## config.mk

```make
export PLATFORM = sky130hd
export DESIGN_NAME = swm_ctrl
export DESIGN_NICKNAME = d
export VERILOG_FILES = /design/src/rtl/swm_pkg.sv /design/src/rtl/swm_ctrl.sv
export SDC_FILE = /design/constraint.sdc
export NUM_CORES = 1
export LEC_CHECK = 0
export ABC_AREA = 1
export BUFFER_PORTS_ARGS = -buffer_cell sky130_fd_sc_hd__buf_2
export CELL_PAD_IN_SITES_DETAIL_PLACEMENT = 0
export CELL_PAD_IN_SITES_GLOBAL_PLACEMENT = 1
export CORE_AREA = 2 2 39 41
export DETAILED_ROUTE_END_ITERATION = 6
export DIE_AREA = 0 0 41 43
export GPL_ROUTABILITY_DRIVEN = 1
export GPL_TIMING_DRIVEN = 0
export PLACE_DENSITY_LB_ADDON = 0.1
export SLEW_MARGIN = 20
export SYNTH_ARGS = -nofsm -noshare
export SYNTH_HDL_FRONTEND = slang
export SYNTH_SLANG_ARGS = --single-unit
```

## constraint.sdc

```tcl
create_clock -name clk -period 0.9 [get_ports clk]
set_input_delay 0.045 -clock clk [delete_from_list [all_inputs] [get_ports clk]]
set_output_delay 0.045 -clock clk [all_outputs]
set_load 0.02 [all_outputs]
```

## src/rtl/swm_pkg.sv

```systemverilog
// Shared constants and controller/datapath handshake structs for the
// sliding-window median unit. No dependencies.

package swm_pkg;

	localparam int WINDOW_MAX_DEF  = 64;
	localparam int SAMPLE_BITS_DEF = 32;
	localparam int CFG_BITS        = 7;
	localparam int WINDOW_RESET    = 3;

	// controller -> datapath
	typedef struct packed {
		logic load_in;   // capture item, read oldest ring slot, write new one
		logic drop;      // remove oldest value from sorted row
		logic insert;    // insert new value into sorted row
		logic load_out;  // register median into output stage
	} cmd_t;

	// datapath -> controller
	typedef struct packed {
		logic full;       // fill count equals window size
		logic last_free;  // one slot left before the window is full
	} sts_t;

endpackage

```

## src/rtl/swm_ctrl.sv

```systemverilog
// Sequencer for the sliding-window median unit: ring read, remove pass,
// insert pass, output load. Depends on swm_pkg.

module swm_ctrl (
	input  logic           clk,
	input  logic           arst_n,
	input  logic           in_valid,
	output logic           in_ready,
	output logic           out_valid,
	input  logic           out_ready,
	output swm_pkg::cmd_t  cmd,
	input  swm_pkg::sts_t  sts
);
	import swm_pkg::*;

	typedef enum logic [3:0] {
		ST_IDLE = 4'b0001,
		ST_DROP = 4'b0010,
		ST_INS  = 4'b0100,
		ST_OUT  = 4'b1000
	} state_t;

	state_t state_q, state_d;
	logic   out_valid_q;
	logic   accept;
	logic   out_free;

	assign in_ready  = (state_q == ST_IDLE);
	assign accept    = in_valid && in_ready;
	assign out_free  = !out_valid_q || out_ready;
	assign out_valid = out_valid_q;

	always_comb begin
		cmd          = '0;
		cmd.load_in  = accept;
		cmd.drop     = (state_q == ST_DROP) && sts.full;
		cmd.insert   = (state_q == ST_INS);
		cmd.load_out = (state_q == ST_OUT) && out_free;
	end

	always_comb begin
		state_d = state_q;
		unique case (state_q)
			ST_IDLE: begin
				if (accept) state_d = ST_DROP;
			end
			ST_DROP: begin
				state_d = ST_INS;
			end
			ST_INS: begin
				state_d = sts.last_free ? ST_OUT : ST_IDLE;
			end
			ST_OUT: begin
				if (out_free) state_d = ST_IDLE;
			end
			default: begin
				state_d = ST_IDLE;
			end
		endcase
	end

	always_ff @(posedge clk or negedge arst_n) begin
		if (!arst_n) begin
			state_q     <= ST_IDLE;
			out_valid_q <= 1'b0;
		end else begin
			state_q <= state_d;
			if (cmd.load_out) out_valid_q <= 1'b1;
			else if (out_ready) out_valid_q <= 1'b0;
		end
	end

	a_accept_seq: assert property (@(posedge clk) disable iff (!arst_n)
		accept |=> (state_q == ST_DROP) && !in_ready)
		else $error("accepted item did not start remove pass");

	a_drop_ins: assert property (@(posedge clk) disable iff (!arst_n)
		(state_q == ST_DROP) |=> (state_q == ST_INS))
		else $error("remove pass not followed by insert pass");

	a_no_result: assert property (@(posedge clk) disable iff (!arst_n)
		(cmd.insert && !sts.last_free) |=> (state_q == ST_IDLE))
		else $error("partial window went on to output");

endmodule

```

Yosys cells after proc, flatten, opt, wreduce, memory -nomap -nowiden
Cells that the tools add are included.
{ "op_classes": {"n_addsub": 0, "mul": 0, "n_div": 0, "magnitude_cmp": 0, "n_eq_ne": 6, "shifts": 0, "muxes": 6, "bitwise": 0, "reduce_logical": 7} }
{ "ops": {"columns": ["cell", "count"], "rows": [
  ["$pmux 4 s4", 1],
  ["$mux 4", 3],
  ["$eq 4x1->1 const B", 1],
  ["$eq 4x2->1 const B", 1],
  ["$eq 4x3->1 const B", 1],
  ["$eq 4x4->1 const B", 1],
  ["$logic_and 1x1->1", 3],
  ["$mux 1", 2],
  ["$ne 2x1->1 const B", 1],
  ["$ne 2x2->1 const B", 1],
  ["$reduce_and 2->1", 1],
  ["$reduce_bool 2->1", 1],
  ["$logic_not 1->1", 1],
  ["$logic_or 1x1->1", 1]
]} }
{ "totals": {"ff_bits": 5, "latchBits": 0, "ram_bits": 0, "mem_bits_ro": 0, "in_bits": 6, "out_inout_bits": 6, "word_cells": 21, "n_memories": 0} }

Depth between registers and ports, before layout
Gate-level depths: netlist (run 1).
{ "logic_depth": {"depth_word": 4, "ltp_mapped": 8, "ltp_nobuf": 8} }

Worst setup path after synthesis (run 1)
No wires, ideal clock.
{ "synth_timing": {"kind": "reg-to-reg", "startpoint": "register state_q[0]", "endpoint": "register state_q[0]", "setup_time_ns": 0.077, "t_arrival_ns": 0.988, "required_ns": 0.823, "setup_slack_ns": -0.165, "stages_incl_launch_ff": 8, "n_path_buf": 0, "synth_period_minus_slack_ns": 1.065, "path_cell_list": "dfstp_2 > nor2_2 > nand2_1 > clkinv_2 > nand2_1 > nand2_1 > nand2_1 > nand2_1"} }
{ "synth_rtl": {"columns": ["element", "line", "source"], "rows": [
  ["start, declared", "swm_ctrl.sv:23", "state_t state_q, state_d;"],
  ["start signal, assigned", "swm_ctrl.sv:67", "state_q <= state_d;"]
]} }

==> run_results.csv, run 1 <==
group,metric,value,unit
timing,setup_viol,9,
status,outcome,"complete, but fails checks",
critical_path,critPathCapture,"cmd[0]",
critical_path,max_stage_delay,0.41,ns
routing,firstDrtPassIters,1,
critical_path,cp_data_required_time,0.85,ns
grt,gr-total-overflow,0,
routing,detailroute.via_count,304,
routing,initialDrtViolationCount,0,
critical_path,rrSetupSlack,-0.26,ns
clock_network,max-clock-path-buffers,2,
synth,postSynthRegisterBits,5,
synth,synth_top_cells_by_area,"dfrtp_1 36%, inv_1 13%, nand2_1 11%",
timing,final-max-slew-violation-count,0,
clock_network,clock_insertion_delay_worst_skew,0.24,ns
place,placer_congestion_estimate,0.7305,
timing,final_critical_path_setup_slack,-0.3083,ns
synth,synth_top_flop_cell,"dfrtp_1",
synth,synth_enable_flop_cells,0,
critical_path,critical_path.startpoint,"state_q[2]",
timing,rsz0062_at_grt,"yes",
critical_path,crit_path_top_delay_cell,"dfrtp_1",
floorplan,die_h,43,µm
critical_path,crit_cells,5,
place,setup_slack_placement,-0.2003,ns
timing,tightestPinTransition,0.1676,ns
routing,via_per_inst,3.848,
timing,hold_violations,0,
grt,grt_pass1_vias,286,
clock_network,cts_tree,"built",
timing,fin_crit_sh,134.3,%
synth,netlist_instances,41,
routing,remaining_drc_errors,0,
finish,fin_cells,79,
place,input_output_buffers,11,
routing,ant_nets,0,
finish,syn2layout_area_growth,87.50,%
synth,number_of_nets_produced_by_synthesis,47,
timing,clock_skew,0.005007,ns
critical_path,worstReg2RegStart,"state_q[0]",
floorplan,die_x,41,µm
job,timing.max_cap.violations,0,
finish,final_area,525.5,µm²
synth,synth-seq-area-share,45.09,%
clock_network,ctsHtreeMaxLevel,1,
finish,antenna_cells_inserted,0,
timing,slew-limit-headroom,88.81,%
timing,final.min_clock_period,1.208,ns
synth,post-synth-top-area-cell,"dfrtp_1",
critical_path,setup.worst_path.start_class,"register",
synth,synth.top_cell.area_share,35.71,%
floorplan,design.die.area,1763,µm²
grt,grt_util_all_layers,10.79,%
grt,grt_first_pass_wirelength,1159,µm
synth,postSynthAreaPerCell,6.836,µm²
routing,wire_per_inst,8.911,µm
clock_network,cts-buffers-inserted,3,
finish,proportion_of_layout_cells_with_a_drive_suffix_above_1,57.14,%
synth,post_synth_instance_area,280.3,µm²
power,cellLeakagePower,0.2856,nW
critical_path,crit_buf_inv,2,
synth,yosys_warnings,0,
finish,finalCoreUtilization,37.97,%
floorplan,floorplan.core_area,1384,µm²
min_path,holdCritPathClass,"in2reg",
critical_path,cpMostUsedCell,"buf_6",
critical_path,crit_type,"reg2out",
critical_path,cp-end-kind,"primary output",
finish,filler_cell_count,149,
clock_network,clock_sink_count,5,
floorplan,initial_utilization,20.25,%
synth,yosysUniqueCellTypes,11,
finish,fin_nets,70,
place,dp.cells,68,
critical_path,worstPathMaxFanout,2,
power,power_per_cell_area,2647,nW/µm²
clock_network,cts.reportedPaths.clkPinSlew,0.05,ns
critical_path,data_arrival_at_the_endpoint_of_the_critical_path,1.16,ns
floorplan,pin_count,12,
place,postPlaceCellArea,364.1,µm²
timing,timing.fmax,0.8276,GHz
critical_path,cp_top_family,"flip-flops",
synth,synth_common_cells,"10 x inv_1, 8 x nand2_1, 8 x nor2_1",
power,worst_voltage_drop_across_the_vdd_grid,1259,µV
critical_path,rr_endpoint,"state_q[0]",
grt,antenna_violations_before_repair,0,
routing,totalWireLength,704,µm
place,detailedPlacementHpwl,495.4,µm
floorplan,number_of_rows_in_the_core_area,14,
critical_path,rr_worst_depth,8,
status,failed_checks,"setup timing",
synth,synth-async-reset-ratio,100.0,%
critical_path,crit_chain,"buf_6, nor2_4, nand2_2, nor2_2, buf_6",
clock_network,cts_root_buf,"clkbuf_4",
grt,grt_max_degree,6,
timing,hold_slack,0.07157,ns
synth,yosys.cell_count.top_type,"inv_1",
finish,area_taken_by_multi_input_logic_gates,147.6,µm²
finish,layout.area.seq,126.4,µm²
-- cell usage in the layout (no fill, tap or decap) --
cell type	count
inv_1	9
buf_4	4
clkbuf_1	1
o21ai_1	1
dfrtp_1	4
dlygate4sd3_1	2
nand3_1	1
buf_6	7
buf_2	6
inv_2	1
clkinv_4	1
nand2_2	3
nor2_1	3
nand3_2	2
nand4_1	1
dfstp_2	1
nor2_4	2
o21ai_2	1
clkbuf_4	3
nand2_1	5
nor2_2	5
-- worst reg2reg max path, delay by kind of cell (launching register included) --
family                 cells  cell delay, ns
DFF                        1            0.56
and+or+nand+nor            6            0.35
buffers and inverters      2            0.18
-- timing repair --
action                                 4_1_cts  5_1_grt
setup endpoints to repair                    8       10
buffers inserted                             4        2
endpoints found under the hold margin        6        0
pin swaps                                    3        8
resized for setup                           14       12
hold buffers                                 2        0
-- registers in the layout (all words and copies together), names as in the netlist --
signal / flops
out_valid: 1
state_q: 4
-- metrics by stage --
step / setup TNS [ns] / total power, mW
floorplan: -0.1767 / 0.7161
global placement: -0.5526 / 0.8437
detailed placement: -0.5912 / 0.8482
CTS: -2.098 / 1.310
global route: -2.631 / 1.499
finish: -1.984 / 1.391
-- worst min-delay path by stage --
stage	start	to	slack, ns	cells past startpoint
finish	in_valid	state_q[1]	0.07	3
global route	sts[0]	state_q[3]	0.08	3
CTS	sts[0]	state_q[3]	0.06	3
detailed placement	arst_n	state_q[2]	-0.13	1
global placement	arst_n	state_q[2]	-0.13	1
floorplan	arst_n	out_valid	-0.25	0
-- cell type report --
type | instances | share of cell area [%]
multi-input cells | 24 | 28.10
repair buffers | 19 | 30.24
well taps | 16 | 3.810
flip-flops and latches | 5 | 24.05
clock buffers | 4 | 5.000
inverters | 11 | 8.810
-- where the power goes --
part / switching, mW / internal, mW
clock network: 0.0919 / 0.168
registers: 0.0616 / 0.304
logic: 0.404 / 0.362
total: 0.557 / 0.834
-- cells by family after synthesis --
kind of cell,synth area share (%)
AOI/OAI and AO/OA,3.572
and+or+nand+nor,33.48
DFF,45.09
buffers and inverters,17.86
-- per-layer routing --
layer / up-vias / global-route usage (%) / part of all wire, % / routed length [µm]
met4: 0 / 12.00 / 2.8 / 20
met2: 13 / 14.06 / 44 / 311
met1: 127 / 12.38 / 44 / 311
met5: - / 0 / 0 / 0
met3: 2 / 3.141 / 8.5 / 60
li1: 162 / - / - / -
Power figures use the tool's default switching activity.
==> run 2: changes to the inputs <==
--- a/config.mk
+++ b/config.mk
@@ -14,8 +14,7 @@
 export DIE_AREA = 0 0 41 43
 export GPL_ROUTABILITY_DRIVEN = 1
 export GPL_TIMING_DRIVEN = 0
-export PLACE_DENSITY_LB_ADDON = 0.1
-export SLEW_MARGIN = 20
+export PLACE_DENSITY = 0.68
 export SYNTH_ARGS = -nofsm -noshare
 export SYNTH_HDL_FRONTEND = slang
 export SYNTH_SLANG_ARGS = --single-unit
==> run_results.csv, run 2 (synthesis gave the netlist of run 1 again) <==
group,metric,value,unit
status,outcome,"complete, but fails checks",
status,failed_checks,"setup timing",
routing,totalWireLength,772,µm
place,detailedPlacementHpwl,486.2,µm
clock_network,cts-buffers-inserted,3,
finish,antenna_cells_inserted,0,
clock_network,clock_insertion_delay_worst_skew,0.25,ns
clock_network,max-clock-path-buffers,2,
timing,timing.fmax,0.7937,GHz
routing,detailroute.via_count,326,
critical_path,max_stage_delay,0.41,ns
timing,slew-limit-headroom,84.88,%
place,postPlaceCellArea,364.1,µm²
timing,setup_viol,9,
finish,final_area,558.0,µm²
timing,setup_tns,-2.237,ns
floorplan,die_x,41,µm
place,setup_slack_placement,-0.2056,ns
floorplan,pin_count,12,
power,switching_share_of_power,41.74,%
grt,grt_pass1_vias,324,
floorplan,number_of_rows_in_the_core_area,14,
timing,final-max-slew-violation-count,0,
floorplan,initial_utilization,20.25,%
clock_network,clock_sink_count,5,
critical_path,crit_path_top_delay_cell,"dfrtp_1",
grt,grt_max_degree,6,
routing,ant_nets,0,
grt,grt_util_all_layers,11.32,%
critical_path,data_arrival_at_the_endpoint_of_the_critical_path,1.21,ns
floorplan,floorplan.core_area,1384,µm²
floorplan,design.die.area,1763,µm²
power,worst_voltage_drop_across_the_vdd_grid,1246,µV
finish,layout_common_cells,"8 x buf_6, 6 x nand2_1, 6 x buf_2",
critical_path,worstPathMaxFanout,2,
timing,tightestPinTransition,0.2266,ns
power,power_frac_comb,58.1,%
timing,final.min_clock_period,1.260,ns
grt,grt_first_pass_wirelength,1242,µm
timing,fin_crit_sh,140.0,%
place,placer_congestion_estimate,0.6883,
finish,biggest_register,"state_q",
routing,initialDrtViolationCount,2,
power,sequential_fraction_of_design_power,24.9,%
finish,layout.cells.most_common,"buf_6",
power,power_frac_clock,17.1,%
critical_path,cp-end-kind,"primary output",
critical_path,crit_type,"reg2out",
critical_path,rrSetupSlack,-0.28,ns
grt,antenna_violations_before_repair,0,
routing,via_per_inst,4.075,
critical_path,crit_chain,"buf_6, inv_4, nor2_4, nand2_2, nor2_2, buf_6",
critical_path,cpMostUsedCell,"buf_6",
finish,fin_nets,71,
power,power_per_cell_area,2750,nW/µm²
power,cell_internal_pwr,0.8942,mW
clock_network,cts.reportedPaths.clkPinSlew,0.05,ns
grt,gr-total-overflow,0,
finish,largest_register_ff_count,4,
job,timing.max_cap.violations,0,
floorplan,die_h,43,µm
power,cellLeakagePower,0.3020,nW
place,input_output_buffers,11,
critical_path,cp_data_required_time,0.85,ns
min_path,holdCritPathClass,"in2reg",
critical_path,setup.worst_path.start_class,"register",
finish,finalCoreUtilization,40.33,%
timing,hold_violations,0,
timing,clock_skew,0.003686,ns
routing,firstDrtPassIters,4,
clock_network,ctsHtreeMaxLevel,1,
clock_network,cts_tree,"built",
power,power.net_switching,0.6406,mW
finish,fin_cells,80,
routing,remaining_drc_errors,0,
power,power,1.535,mW
finish,proportion_of_layout_cells_with_a_drive_suffix_above_1,64.06,%
timing,rsz0062_at_grt,"yes",
finish,syn2layout_area_growth,99.11,%
timing,final_critical_path_setup_slack,-0.3599,ns
timing,hold_slack,0.05923,ns
place,dp.cells,68,
clock_network,cts_root_buf,"clkbuf_4",
routing,wire_per_inst,9.650,µm
## run 2: cell types whose count changed in the layout (fill, tap and decap cells not counted)
cell,change
inv_2,+2
nor2_2,-1
buf_6,+1
inv_1,-4
clkinv_2,+1
inv_4,+2
nand2_1,+1
nand3_4,+1
clkbuf_1,-1
nor2_4,+1
nand2_2,-2
nand3_2,-1
nand2_4,+1
## run 2: repair_timing
item | in CTS | in global routing
endpoints found under the setup margin | 9 | 10
setup buffers | 4 | 3
resized for setup | 19 | 16
endpoints found under the hold margin | 6 | 0
hold buffers | 2 | 0
pin swaps | 5 | 7
## run 2: cell type report
| class | count | area [µm²] |
|---|---|---|
| clock buffer | 3 | 22.52 |
| multi-input combinational | 24 | 162.7 |
| tap | 16 | 20.02 |
| timing repair buffer | 20 | 170.2 |
| clock inverter | 1 | 5.005 |
| fill | 152 | 825.8 |
| inverter | 11 | 51.30 |
| sequential | 5 | 126.4 |
## run 2: worst paths after layout
| kind | start | endpoint | cells after the start |
|---|---|---|---|
| setup reg to reg | state_q[2] | state_q[0] | 9 |
| max in group asynchronous | arst_n | state_q[0] | 2 |
| setup / recovery | state_q[3] | cmd[0] | 6 |
| hold reg to reg | out_valid | out_valid | 2 |
| hold / removal | sts[0] | state_q[3] | 3 |
| min in group asynchronous | arst_n | state_q[2] | 2 |
## run 2: critical path: cells and delay by family (launching register included)
kind / cells / cell delay, ns
buf+inv: 3 / 0.29
simple gates: 3 / 0.28
flops: 1 / 0.41
## run 2: layer usage
metal / track usage [%] / wire [µm]
met4: 12.00 / 22
met2: 16.88 / 446
met1: 11.18 / 284
met3: 3.141 / 18
met5: 0 / 0
## run 2: power by group through the flow
stage	registers, mW	clock network (mW)	logic [mW]
floorplan	0.354	0	0.362
global placement	0.356	0	0.478
detailed placement	0.359	0	0.488
CTS	0.356	0.277	0.665
global route	0.389	0.293	0.977
finish	0.382	0.262	0.891
==> run 3: changes to the inputs <==
--- a/config.mk
+++ b/config.mk
@@ -13,7 +13,6 @@
 export DETAILED_ROUTE_END_ITERATION = 6
 export DIE_AREA = 0 0 41 43
 export GPL_ROUTABILITY_DRIVEN = 1
-export GPL_TIMING_DRIVEN = 0
 export PLACE_DENSITY = 0.68
 export SYNTH_ARGS = -nofsm -noshare
 export SYNTH_HDL_FRONTEND = slang
==> run_results.csv, run 3 (synthesis gave the netlist of run 1 again) <==
group,metric,value,unit
floorplan,initial_utilization,20.25,%
critical_path,worstReg2RegStart,"state_q[0]",
power,worst_voltage_drop_across_the_vdd_grid,976.1,µV
finish,layout_common_cells,"10 x inv_1, 6 x buf_2, 6 x buf_4",
critical_path,data_arrival_at_the_endpoint_of_the_critical_path,1.14,ns
status,outcome,"complete, but fails checks",
timing,hold_violations,0,
routing,wl_met2,326,µm
critical_path,critical_path.startpoint,"state_q[0]",
place,detailedPlacementHpwl,468.9,µm
timing,slew-limit-headroom,88.79,%
finish,syn2layout_area_growth,75.00,%
floorplan,die_h,43,µm
grt,grt_max_degree,6,
routing,wl_met3,16,µm
routing,max_layer_used,"met4",
grt,grt_first_pass_wirelength,1028,µm
grt,grt_pass1_vias,287,
critical_path,setup.worst_path.start_class,"register",
finish,fin_nets,69,
timing,tightestPinTransition,0.1680,ns
grt,gr-total-overflow,0,
routing,m1WireLength,238,µm
floorplan,floorplan.core_area,1384,µm²
timing,timing.fmax,0.8427,GHz
routing,via_per_inst,3.808,
timing,clock_skew,0.004081,ns
status,failed_checks,"setup timing",
power,power_per_cell_area,2660,nW/µm²
clock_network,cts.reportedPaths.clkPinSlew,0.04,ns
min_path,hold_start,"in_valid",
critical_path,crit_type,"reg2out",
place,input_output_buffers,11,
routing,remaining_drc_errors,0,
finish,proportion_of_layout_cells_with_a_drive_suffix_above_1,50.00,%
clock_network,cts-buffers-inserted,3,
finish,filler_cell_count,147,
clock_network,clock_sink_count,5,
clock_network,ctsHtreeMaxLevel,1,
finish,finalCoreUtilization,35.44,%
floorplan,number_of_rows_in_the_core_area,14,
routing,ant_nets,0,
grt,antenna_violations_before_repair,0,
floorplan,design.die.area,1763,µm²
timing,hold_slack,0.07567,ns
critical_path,worstPathMaxFanout,4,
floorplan,die_x,41,µm
routing,firstDrtPassIters,4,
finish,antenna_cells_inserted,0,
clock_network,max-clock-path-buffers,2,
timing,final.min_clock_period,1.187,ns
job,timing.max_cap.violations,0,
critical_path,cp-end-kind,"primary output",
timing,fin_crit_sh,131.9,%
critical_path,rrSetupSlack,-0.20,ns
routing,wire_per_inst,7.500,µm
finish,largest_register_ff_count,4,
routing,totalWireLength,585,µm
clock_network,clock_insertion_delay_worst_skew,0.24,ns
floorplan,pin_count,12,
finish,layout.cells.most_common,"inv_1",
clock_network,cts_tree,"built",
grt,grt_util_all_layers,9.302,%
place,placer_congestion_estimate,0.6772,
finish,layout.area.seq,126.4,µm²
routing,initialDrtViolationCount,2,
timing,rsz0062_at_grt,"yes",
finish,area_taken_by_multi_input_logic_gates,131.4,µm²
min_path,holdCritPathClass,"in2reg",
routing,detailroute.via_count,297,
clock_network,cts_root_buf,"clkbuf_4",
power,cellLeakagePower,0.2754,nW
critical_path,cp_data_required_time,0.85,ns
timing,setup_viol,9,
timing,final-max-slew-violation-count,0,
timing,final_critical_path_setup_slack,-0.2867,ns
finish,biggest_register,"state_q",
[run 3: critical path: stages (launching register included)]
cell and delay [ns]:
dfstp_2 0.56, nor2_2 0.06, nand2_2 0.10, clkinv_4 0.05, buf_6 0.12
[run 3: repair_timing]
action / CTS / global route
endpoints found under the setup margin: 9 / 10
pin swaps: 4 / 4
gates resized for setup: 12 / 5
endpoints found under the hold margin: 6 / 0
hold buffers: 2 / 0
setup buffers: 3 / 0
[run 3: power by group]
group / internal [mW] / total, mW / leakage [nW] / switching [mW]
sequential: 0.304 / 0.367 / 0.0651 / 0.0631
combinational: 0.316 / 0.684 / 0.195 / 0.369
clock: 0.167 / 0.253 / 0.0150 / 0.0860
total: 0.787 / 1.30 / 0.275 / 0.518
[run 3: stage by stage]
| stage | cells | area, µm² | power, mW | TNS [ns] | setup slack [ns] |
|---|---|---|---|---|---|
| after floorplan | 41 | 289.0 | 0.7161 | -0.1767 | -0.1067 |
| after global placement | 69 | 371.6 | 0.8336 | -0.4748 | -0.1244 |
| after detailed placement | 69 | 371.6 | 0.8368 | -0.4669 | -0.1149 |
| after CTS | 78 | 476.7 | 1.281 | -1.848 | -0.2892 |
| after global routing | 78 | 490.5 | 1.414 | -2.395 | -0.3544 |
| final | 78 | 490.5 | 1.305 | -1.772 | -0.2867 |
[run 3: metal layers]
metal,track usage (%),vias to the layer above
li1,-,159
met1,9.868,133
met2,12.81,3
met3,4.712,2
met4,8.000,0
met5,0,-
[run 3: area by class of cell]
class | instances | share of cell area (%)
sequential | 5 | 25.77
multi-input combinational | 24 | 26.79
tap | 16 | 4.082
inverter | 11 | 9.439
timing repair buffer | 18 | 28.57
clock buffer | 4 | 5.357
[run 3: final timing paths]
kind | endpoint | cells past startpoint
worst max-delay path | cmd[1] | 4
worst min-delay path | state_q[1] | 3
worst max register to register | state_q[0] | 7
worst min register to register | out_valid | 2
max in group asynchronous | state_q[0] | 2
min in group asynchronous | state_q[1] | 2
